==> src/design/steque_ring_buffer_defines.svh <==
// Assertion macros for the steque ring buffer design file.
`ifndef STEQUE_RING_BUFFER_DEFINES_SVH
`define STEQUE_RING_BUFFER_DEFINES_SVH

`ifndef SYNTHESIS

// Same-cycle implication, checked outside reset.
`define STQ_ASSERT_IMPLY(label, clk, rst_n, ante, cons, msg) \
    label: assert property (@(posedge clk) disable iff (!(rst_n)) (ante) |-> (cons)) \
        else $error(msg);

// Next-cycle implication, checked outside reset.
`define STQ_ASSERT_NEXT(label, clk, rst_n, ante, cons, msg) \
    label: assert property (@(posedge clk) disable iff (!(rst_n)) (ante) |=> (cons)) \
        else $error(msg);

`else

`define STQ_ASSERT_IMPLY(label, clk, rst_n, ante, cons, msg)
`define STQ_ASSERT_NEXT(label, clk, rst_n, ante, cons, msg)

`endif

`endif

==> src/design/steque_pkg.sv <==
`timescale 1ns / 1ps

package steque_pkg;

    typedef enum logic [2:0] {
        CMD_ENQUEUE = 3'd0,
        CMD_PUSH    = 3'd1,
        CMD_POP     = 3'd2,
        CMD_PEEK    = 3'd3,
        CMD_CYCLE   = 3'd4,
        CMD_CLEAR   = 3'd5
    } t_cmd;

    typedef enum logic [1:0] {
        STATUS_OK        = 2'd0,
        STATUS_UNDERFLOW = 2'd1,
        STATUS_OVERFLOW  = 2'd2
    } t_status;

    typedef enum logic [1:0] {
        ST_IDLE = 2'b01,
        ST_EXEC = 2'b10
    } t_state;

endpackage

==> src/design/steque_ring_buffer.sv <==
`timescale 1ns / 1ps
// Steque: a stack-ended queue held in a circular buffer of DEPTH words.
// Command channel: drive i_command and i_item_in with i_start high; the
// command is taken at the edge where i_start is high and o_busy is low.
// Commands: enqueue at the back, push at the front, pop or peek the front,
// cycle the front word to the back, clear.
// Result channel: o_done is registered from the execute state and is high
// for one cycle, with o_item_out, o_item_count, o_is_empty and o_status.
// The receiver has no way to stall; it must sample the result on o_done.
// The block takes no new command until the current one has executed. The
// word store is a synchronous RAM with a registered read; the front word is
// read in the accept cycle and the read-modify-write runs in the following
// execute cycle, during which o_busy is high.
// A new command may be accepted in the cycle where o_done is high.
// Reset (synchronous, active low) empties the store: head, tail and count
// go to zero. Word contents are not cleared; only occupied slots are read.
// Pop or peek on empty reports underflow, enqueue or push on full reports
// overflow and drops the word; neither changes the store.
module steque_ring_buffer #(
    parameter int DEPTH      = 16,
    parameter int ITEM_WIDTH = 32,
    localparam int CNT_W     = $clog2(DEPTH + 1)
) (
    input  logic             i_clk,
    input  logic             i_rst_n,
    input  logic             i_start,
    output logic             o_busy,
    input  logic [2:0]       i_command,
    input  logic [31:0]      i_item_in,
    output logic             o_done,
    output logic [31:0]      o_item_out,
    output logic [CNT_W-1:0] o_item_count,
    output logic             o_is_empty,
    output logic [1:0]       o_status
);

`include "steque_ring_buffer_defines.svh"

    localparam int PTR_W = $clog2(DEPTH);

    steque_pkg::t_state  r_state, n_state;
    steque_pkg::t_cmd    r_cmd;
    logic [ITEM_WIDTH-1:0] r_item;

    logic [PTR_W-1:0]    r_head, n_head;
    logic [PTR_W-1:0]    r_tail, n_tail;
    logic [CNT_W-1:0]    r_count, n_count;

    logic [ITEM_WIDTH-1:0] r_mem [DEPTH];
    logic [ITEM_WIDTH-1:0] r_rd_data;

    logic                r_done, n_done;
    logic [31:0]         r_item_out, n_item_out;
    steque_pkg::t_status r_status, n_status;

    logic                  wr_en;
    logic [PTR_W-1:0]      wr_addr;
    logic [ITEM_WIDTH-1:0] wr_data;

    logic                  accept;
    logic                  is_full;
    logic                  is_empty;
    logic [PTR_W-1:0]      head_inc, head_dec, tail_inc;

    assign accept   = i_start && (r_state == steque_pkg::ST_IDLE);
    assign is_full  = (r_count == CNT_W'(DEPTH));
    assign is_empty = (r_count == '0);

    assign head_inc = (r_head == PTR_W'(DEPTH - 1)) ? '0 : r_head + 1'b1;
    assign head_dec = (r_head == '0) ? PTR_W'(DEPTH - 1) : r_head - 1'b1;
    assign tail_inc = (r_tail == PTR_W'(DEPTH - 1)) ? '0 : r_tail + 1'b1;

    // Word store: one write port, one registered read of the front slot.
    // The front word read in the accept cycle is current, since writes
    // happen only in the execute cycle and a command never follows directly.
    always_ff @(posedge i_clk) begin
        if (wr_en) begin
            r_mem[wr_addr] <= wr_data;
        end
        r_rd_data <= r_mem[r_head];
    end

    always_ff @(posedge i_clk) begin
        if (accept) begin
            r_cmd  <= steque_pkg::t_cmd'(i_command);
            r_item <= ITEM_WIDTH'(i_item_in);
        end
        r_item_out <= n_item_out;
        r_status   <= n_status;
    end

    always_comb begin
        n_state    = r_state;
        n_head     = r_head;
        n_tail     = r_tail;
        n_count    = r_count;
        n_done     = 1'b0;
        n_item_out = '0;
        n_status   = steque_pkg::STATUS_OK;
        wr_en      = 1'b0;
        wr_addr    = r_tail;
        wr_data    = r_item;

        unique case (r_state)
            steque_pkg::ST_IDLE: begin
                if (i_start) begin
                    n_state = steque_pkg::ST_EXEC;
                end
            end
            steque_pkg::ST_EXEC: begin
                n_state = steque_pkg::ST_IDLE;
                n_done  = 1'b1;
                unique case (r_cmd)
                    steque_pkg::CMD_ENQUEUE: begin
                        if (is_full) begin
                            n_status = steque_pkg::STATUS_OVERFLOW;
                        end else begin
                            wr_en   = 1'b1;
                            n_tail  = tail_inc;
                            n_count = r_count + 1'b1;
                        end
                    end
                    steque_pkg::CMD_PUSH: begin
                        if (is_full) begin
                            n_status = steque_pkg::STATUS_OVERFLOW;
                        end else begin
                            wr_en   = 1'b1;
                            wr_addr = head_dec;
                            n_head  = head_dec;
                            n_count = r_count + 1'b1;
                        end
                    end
                    steque_pkg::CMD_POP: begin
                        if (is_empty) begin
                            n_status = steque_pkg::STATUS_UNDERFLOW;
                        end else begin
                            n_item_out = 32'(r_rd_data);
                            n_head     = head_inc;
                            n_count    = r_count - 1'b1;
                        end
                    end
                    steque_pkg::CMD_PEEK: begin
                        if (is_empty) begin
                            n_status = steque_pkg::STATUS_UNDERFLOW;
                        end else begin
                            n_item_out = 32'(r_rd_data);
                        end
                    end
                    steque_pkg::CMD_CYCLE: begin
                        // copy the front word to the back slot, advance both ends
                        if (!is_empty) begin
                            wr_en   = 1'b1;
                            wr_data = r_rd_data;
                            n_head  = head_inc;
                            n_tail  = tail_inc;
                        end
                    end
                    steque_pkg::CMD_CLEAR: begin
                        n_head  = '0;
                        n_tail  = '0;
                        n_count = '0;
                    end
                    default: begin
                    end
                endcase
            end
            default: begin
                n_state = steque_pkg::ST_IDLE;
            end
        endcase
    end

    always_ff @(posedge i_clk) begin
        if (!i_rst_n) begin
            r_state <= steque_pkg::ST_IDLE;
            r_head  <= '0;
            r_tail  <= '0;
            r_count <= '0;
            r_done  <= 1'b0;
        end else begin
            r_state <= n_state;
            r_head  <= n_head;
            r_tail  <= n_tail;
            r_count <= n_count;
            r_done  <= n_done;
        end
    end

    assign o_busy       = (r_state == steque_pkg::ST_EXEC);
    assign o_done       = r_done;
    assign o_item_out   = r_item_out;
    assign o_item_count = r_count;
    assign o_is_empty   = is_empty;
    assign o_status     = r_status;

    `STQ_ASSERT_NEXT(a_accept_exec, i_clk, i_rst_n, accept, o_busy && !accept,
        "accepted command did not enter execute")
    `STQ_ASSERT_NEXT(a_exec_done, i_clk, i_rst_n, o_busy, o_done,
        "execute cycle gave no result strobe")
    `STQ_ASSERT_IMPLY(a_count_range, i_clk, i_rst_n, 1'b1, r_count <= CNT_W'(DEPTH),
        "occupancy beyond depth")
    `STQ_ASSERT_IMPLY(a_ends_meet, i_clk, i_rst_n, is_empty || is_full, r_head == r_tail,
        "head and tail differ on empty or full store")
    `STQ_ASSERT_IMPLY(a_underflow_zero, i_clk, i_rst_n,
        o_done && (r_status == steque_pkg::STATUS_UNDERFLOW), o_item_out == '0 && o_is_empty,
        "underflow result carries a word or a nonempty store")

endmodule

==> config.mk <==
export PLATFORM = sky130hd
export DESIGN_NAME = steque_ring_buffer
export DESIGN_NICKNAME = d
export VERILOG_FILES = /design/src/design/steque_pkg.sv /design/src/design/steque_ring_buffer.sv
export VERILOG_INCLUDE_DIRS = /design/src /design/src/design
export SDC_FILE = /design/constraint.sdc
export NUM_CORES = 1
export LEC_CHECK = 0
export BUFFER_PORTS_ARGS = -buffer_cell sky130_fd_sc_hd__buf_2
export CORE_MARGIN = 4
export CORE_UTILIZATION = 35
export DETAILED_ROUTE_END_ITERATION = 12
export SETUP_SLACK_MARGIN = 0.5
export SYNTH_ARGS = -nofsm -noshare
export SYNTH_HDL_FRONTEND = slang
export SYNTH_SLANG_ARGS = --single-unit
==> constraint.sdc <==
create_clock -name i_clk -period 3.6 [get_ports i_clk]
set_clock_uncertainty 0.2 [all_clocks]
set_input_delay 0.18 -clock i_clk [delete_from_list [all_inputs] [get_ports i_clk]]
set_output_delay 0.18 -clock i_clk [all_outputs]
set_load 0.02 [all_outputs]
## Word level (Yosys, flattened, before mapping)

Memories as Yosys holds them, arrays and structs flattened. A register that Yosys moved wholly into a read port is not among the register bits.
Index checks and enable logic that the tools add are counted.

| storage, ports and cells | value |
|---|---|
| bits in registers | 85 |
| input bits | 38 |
| memories | 1 |
| RAM bits | 512 |

Memory list:

| memory | words | width | rd ports | clocked after memory_dff | write ports | line | text |
|---|---|---|---|---|---|---|---|
| r_mem | 16 | 32 | 1 | 1 | 1 | steque_ring_buffer.sv:49 | `logic [ITEM_WIDTH-1:0] r_mem [DEPTH];` |

| cells by class | value |
|---|---|
| eq/ne operators | 16 |
| add/sub/neg operators | 5 |
| bitwise logic cells | 2 |
| multiplexer cells | 28 |
| reduce and logical (&&, ||, !) cells | 15 |

Operator list:

| cell | number |
|---|---|
| $mux W32 | 3 |
| $mux W4 | 10 |
| $pmux W4 S3 | 2 |
| $pmux W5 S3 | 1 |
| $ne A2 B2 Y1 const B | 6 |
| $reduce_and A4 Y1 | 3 |
| $mux W5 | 2 |
| $reduce_bool A3 Y1 | 3 |
| $add A4 B1 Y4 const B | 2 |
| $eq A4 B4 Y1 const B | 2 |
| $mux W1 | 7 |
| $eq A3 B2 Y1 const B | 2 |
| $eq A3 B3 Y1 const B | 2 |
| $reduce_or A2 Y1 | 3 |
| $add A5 B1 Y5 const B | 1 |
| $eq A5 B5 Y1 const B | 1 |
| $logic_not A5 Y1 | 1 |
| $sub A5 B1 Y5 const B | 1 |
| $logic_not A4 Y1 | 1 |
| $pmux W2 S2 | 1 |
| $sub A4 B1 Y4 const B | 1 |
| $eq A3 B1 Y1 const B | 1 |
| $logic_not A3 Y1 | 1 |
| $reduce_or A3 Y1 | 1 |
| 7 further kinds | 8 |

## Logic depth before layout (Yosys ltp)

| depth | value |
|---|---|
| depth in word-level cells | 6 |
| mapped depth | 10 |
| depth with buffers taken out | 9 |

## Least setup slack after synthesis

Ideal clock, no wire load.

| timing | value |
|---|---|
| path type | reg2reg |
| from | register r_head[1] |
| to | memory r_mem[0][0], enable pin |
| required time | 2.979 ns |
| slack | -0.206 ns |
| arrival time | 3.185 ns |
| library setup time | 0.421 ns |
| period minus slack after synthesis | 3.806 ns |
| cell stages (with the launch flop) | 11 |
| path buffers | 3 |
| path through | dfxtp_1 clkbuf_1 buf_2 buf_2 inv_1 ha_1 o21bai_1 a21oi_1 nand2_1 o32a_1 nor2_1 |

| between the ends | value |
|---|---|
| longest elaborated chain between the ends | 5 |

Ends and longest elaborated chain:

| item | line | text |
|---|---|---|
| start, declared | steque_ring_buffer.sv:45 | `logic [PTR_W-1:0] r_head, n_head;` |
| start signal, assigned | steque_ring_buffer.sv:182 | `r_head <= n_head;` |
| $sub A4 B1 Y4 or $logic_not A4 Y1 (tied branches) | steque_ring_buffer.sv:70 | `assign head_dec = (r_head == '0) ? PTR_W'(DEPTH - 1) : r_head - 1'b1;` |
| $mux W4 (*) | steque_ring_buffer.sv:70 |  |
| $mux W4 (*) | steque_ring_buffer.sv:124 | `if (is_full) begin` |
| $mux W4 (*) | steque_ring_buffer.sv:113 | `unique case (r_cmd)` |
| $mux W4 (*) | steque_ring_buffer.sv:104 | `unique case (r_state)` |
| end, declared | steque_ring_buffer.sv:49 |  |

Mark *: on every way between the ends. The rest lies on a longest branch, timed or not.

## Worst setup path in the final report

| timing | value |
|---|---|
| from | register r_cmd[2] |
| to | memory r_mem[9][18], enable pin |

| between the ends | value |
|---|---|
| longest elaborated chain between the ends | 6 |

Ends and longest elaborated chain:

| item | line | text |
|---|---|---|
| start, declared | steque_ring_buffer.sv:42 | `steque_pkg::t_cmd r_cmd;` |
| start signal, assigned | steque_ring_buffer.sv:85 | `r_cmd <= steque_pkg::t_cmd'(i_command);` |
| $eq A3 B1 Y1 or $logic_not A3 Y1 (tied branches) | steque_ring_buffer.sv:113 |  |
| $reduce_or A2 Y1 (no line) | n/a |  |
| $pmux W1 S2 | steque_ring_buffer.sv:113 |  |
| $mux W1 | steque_ring_buffer.sv:104 |  |
| $mux W1 | steque_ring_buffer.sv:77 | `if (wr_en) begin` |
| $mux W1 (implied by the code) | steque_ring_buffer.sv:78 | `r_mem[wr_addr] <= wr_data;` |

Several ways; a longest one is shown, not always the timed one.

==> impl_metrics.json <==
{
  "drive_gt1_share_pct": 34.78,
  "gr-total-overflow": 0,
  "hold_violations": 0,
  "setup_viol": 0,
  "end_kind": "flop",
  "p_leak_nw": 8.919,
  "place_ws_ns": 0.3965,
  "ios": 80,
  "cp.arrival_ns": 3.00,
  "dr.pass1.iters": 6,
  "pwr-share-comb_pct": 1.9,
  "antennaDiodeCount": 0,
  "cts-root-buf": "clkbuf_16",
  "setup_ws_ns": 0.6365,
  "synth-simple-area-share_pct": 2.632,
  "vias": 10940,
  "crit_path_max_fanout": 20,
  "htreeDepth": 3,
  "p_seq_share_pct": 54.1,
  "drc": 0,
  "start_util_pct": 35.61,
  "slew_headroom_pct": 33.91,
  "synth_xor_area_share_pct": 0.3715,
  "synth_compound_area_share_pct": 1.635,
  "vias_per_cell": 5.029,
  "gp_routability_congestion": 0.7730,
  "drt_iter0_drc": 743,
  "cts_buffers": 67,
  "switching_power_w": 0.002924,
  "crit_type": "reg -> reg",
  "finalWirelength_mm": 48.87,
  "synth_cell_types": 54,
  "vdd_ir_drop_max_mv": 0.3546,
  "core_area_um2": 66220,
  "tns_ns": 0,
  "antenna_found_initial": 0,
  "fin_hold_ws_ns": 0.1063,
  "ys.flop_type": "edfxtp_1",
  "design_area_um2": 28010,
  "synth.cell_area_um2": 23580,
  "die_area_um2": 71580,
  "critPathLaunchType": "flop",
  "synth_nets": 1116,
  "yosysTopAreaCellShare_pct": 69.67,
  "yosysSeqAreaShare_pct": 76.63,
  "ant_nets": 0,
  "power.internal_w": 0.01187,
  "synth_async_sr_flop_share_pct": 0,
  "seqCellArea_um2": 18080,
  "synth.most_common_cell": "edfxtp_1",
  "grt_max_degree": 85,
  "rsz0062_at_grt": "true",
  "layout_min_cycle_time_ns": 2.964,
  "ys_top_cells_by_area": "edfxtp_1, mux4_2, dfxtp_1",
  "multiInputGateArea_um2": 5354,
  "clk_latency_ns": 0.58,
  "die_y_um": 267.5,
  "tightest_slew_ns": 0.9875,
  "finalNetCount": 1305,
  "postSynthRegisterBits": 629,
  "fillers": 5732,
  "synthTopCellsByCount": "edfxtp_1, mux4_2, dfxtp_1",
  "grt_pass1_vias": 11710,
  "post-dp-hpwl_mm": 27.28,
  "avgSynthCellArea_um2": 22.01,
  "status": "finished, final reports clean",
  "max_freq_ghz": 0.3374,
  "wire_per_inst_um": 22.47,
  "path_clk_slew_ns": 0.06,
  "synth_top_family_by_area": "multiplexers",
  "yosys_warnings": 0,
  "synthCells": 1071,
  "synth_fa_ha_area_share_pct": 0.4033,
  "report.final.slew_viol_count": 0,
  "fp.dieW_um": 267.5,
  "hold_path.class": "in -> reg",
  "synthToLayoutAreaGrowth_pct": 18.80,
  "synth_top_area_cell": "edfxtp_1",
  "place_area_um2": 25360,
  "cap_violations": 0,
  "synth_mux_area_share_pct": 16.98,
  "power_density_nw_per_um2": 528.1,
  "cts_tree": "yes",
  "finalCritPeriodShare_pct": 82.32,
  "fp-row-count": 94,
  "worstPathRequired_ns": 3.64,
  "clock-sinks": 629,
  "grt_first_pass_wirelength_mm": 73.89,
  "clkPwrFrac_pct": 44.0,
  "synth_edf_count": 547,
  "portBuffers": 79,
  "finalPower_w": 0.01479,
  "cts_buffer_depth": 3,
  "switching_share_pct": 19.77,
  "grt_usage_pct": 13.77
}
==> registers in the layout, indices dropped and copies added, names as in the netlist <==
register	flops
o_done	1
o_status	2
r_item	32
r_cmd	3
r_tail	4
r_rd_data	32
r_state	2
r_head	4
r_mem	512
o_item_out	32
o_item_count	5
==> area by class of cell <==
type                            instances  area share (%)
Sequential cell                       629           64.54
Multi-Input combinational cell        380           19.11
Clock buffer                           88           6.785
Timing Repair Buffer                  171           4.905
Tap cell                              864           3.860
Clock inverter                         32          0.6477
Inverter                               11          0.1474
==> repair_timing <==
item | in CTS | in global routing
endpoints found under the setup margin | 100 | 774
gates resized for setup | 3 | 4
pin swaps | 2 | 1
setup buffers | 4 | 14
hold buffers | 37 | 0
endpoints found under the hold margin | 58 | 0
gates cloned | 0 | 0
==> worst max-delay path, stage by stage, from the launching register on <==
cell and delay [ns]:
edfxtp_1 0.54, or3b_4 0.47, a2111oi_4 0.49, a32oi_2 0.36, nor2_4 0.18, buf_4 0.37
==> through the flow <==
step,instances,util (%)
floorplan,1071,-
global placement,2000,38.30
detailed placement,2000,38.30
CTS,2161,42.09
global route,2175,42.30
finish,2175,42.30
==> worst paths after layout <==
| kind | from | to | slack [ns] | cells after the start |
|---|---|---|---|---|
| setup / recovery | r_cmd[2] | r_mem[9][18] | 0.64 | 5 |
| hold / removal | i_item_in[0] | r_item[0] | 0.11 | 2 |
| setup reg to reg | r_cmd[2] | r_mem[9][18] | 0.64 | 5 |
| hold reg to reg | r_rd_data[25] | o_item_out[25] | 0.25 | 1 |
==> routing by layer <==
| layer | share of wire (%) | track usage [%] |
|---|---|---|
| met1 | 44 | 18.33 |
| met2 | 50 | 23.53 |
| met3 | 4.0 | 2.499 |
| met4 | 2.2 | 3.650 |
| met5 | 0 | 0 |
==> kinds of logic (layout without fill, tap and decap cells) <==
kind of cell    after synthesis  count (layout)
flops                       629             629
mux                         197             197
simple gates                116             116
buf+inv                      62             302
compound gates               50              50
xor+xnor                     10              10
fa+ha+maj                     7               7
==> cells in the final DEF, fill, tap and decap left out, types with 6 or more instances in the layout <==
cell type / count
clkbuf_8: 6
ha_1: 6
nand3_1: 8
mux4_2: 159
edfxtp_1: 547
inv_1: 11
dfxtp_1: 78
buf_2: 79
and2_1: 35
a21oi_1: 12
clkinv_1: 16
buf_4: 38
dlygate4sd3_1: 37
clkbuf_16: 71
nor2_4: 17
clkinv_2: 10
buf_12: 15
o21ai_0: 7
mux2_2: 32
nand2_1: 12
nor2_1: 18
clkbuf_1: 11
==> power groups by stage <==
stage          Clock (W)  Sequential [W]  Combinational [W]
4_1_cts          0.00669         0.00800           0.000284
5_1_grt          0.00697         0.00799           0.000317
3_3_place_gp           0         0.00815           0.000240
3_5_place_dp           0         0.00815           0.000253
6_report         0.00651         0.00799           0.000286
2_1_floorplan          0         0.00814           0.000159
Power figures use the tool's default switching activity.
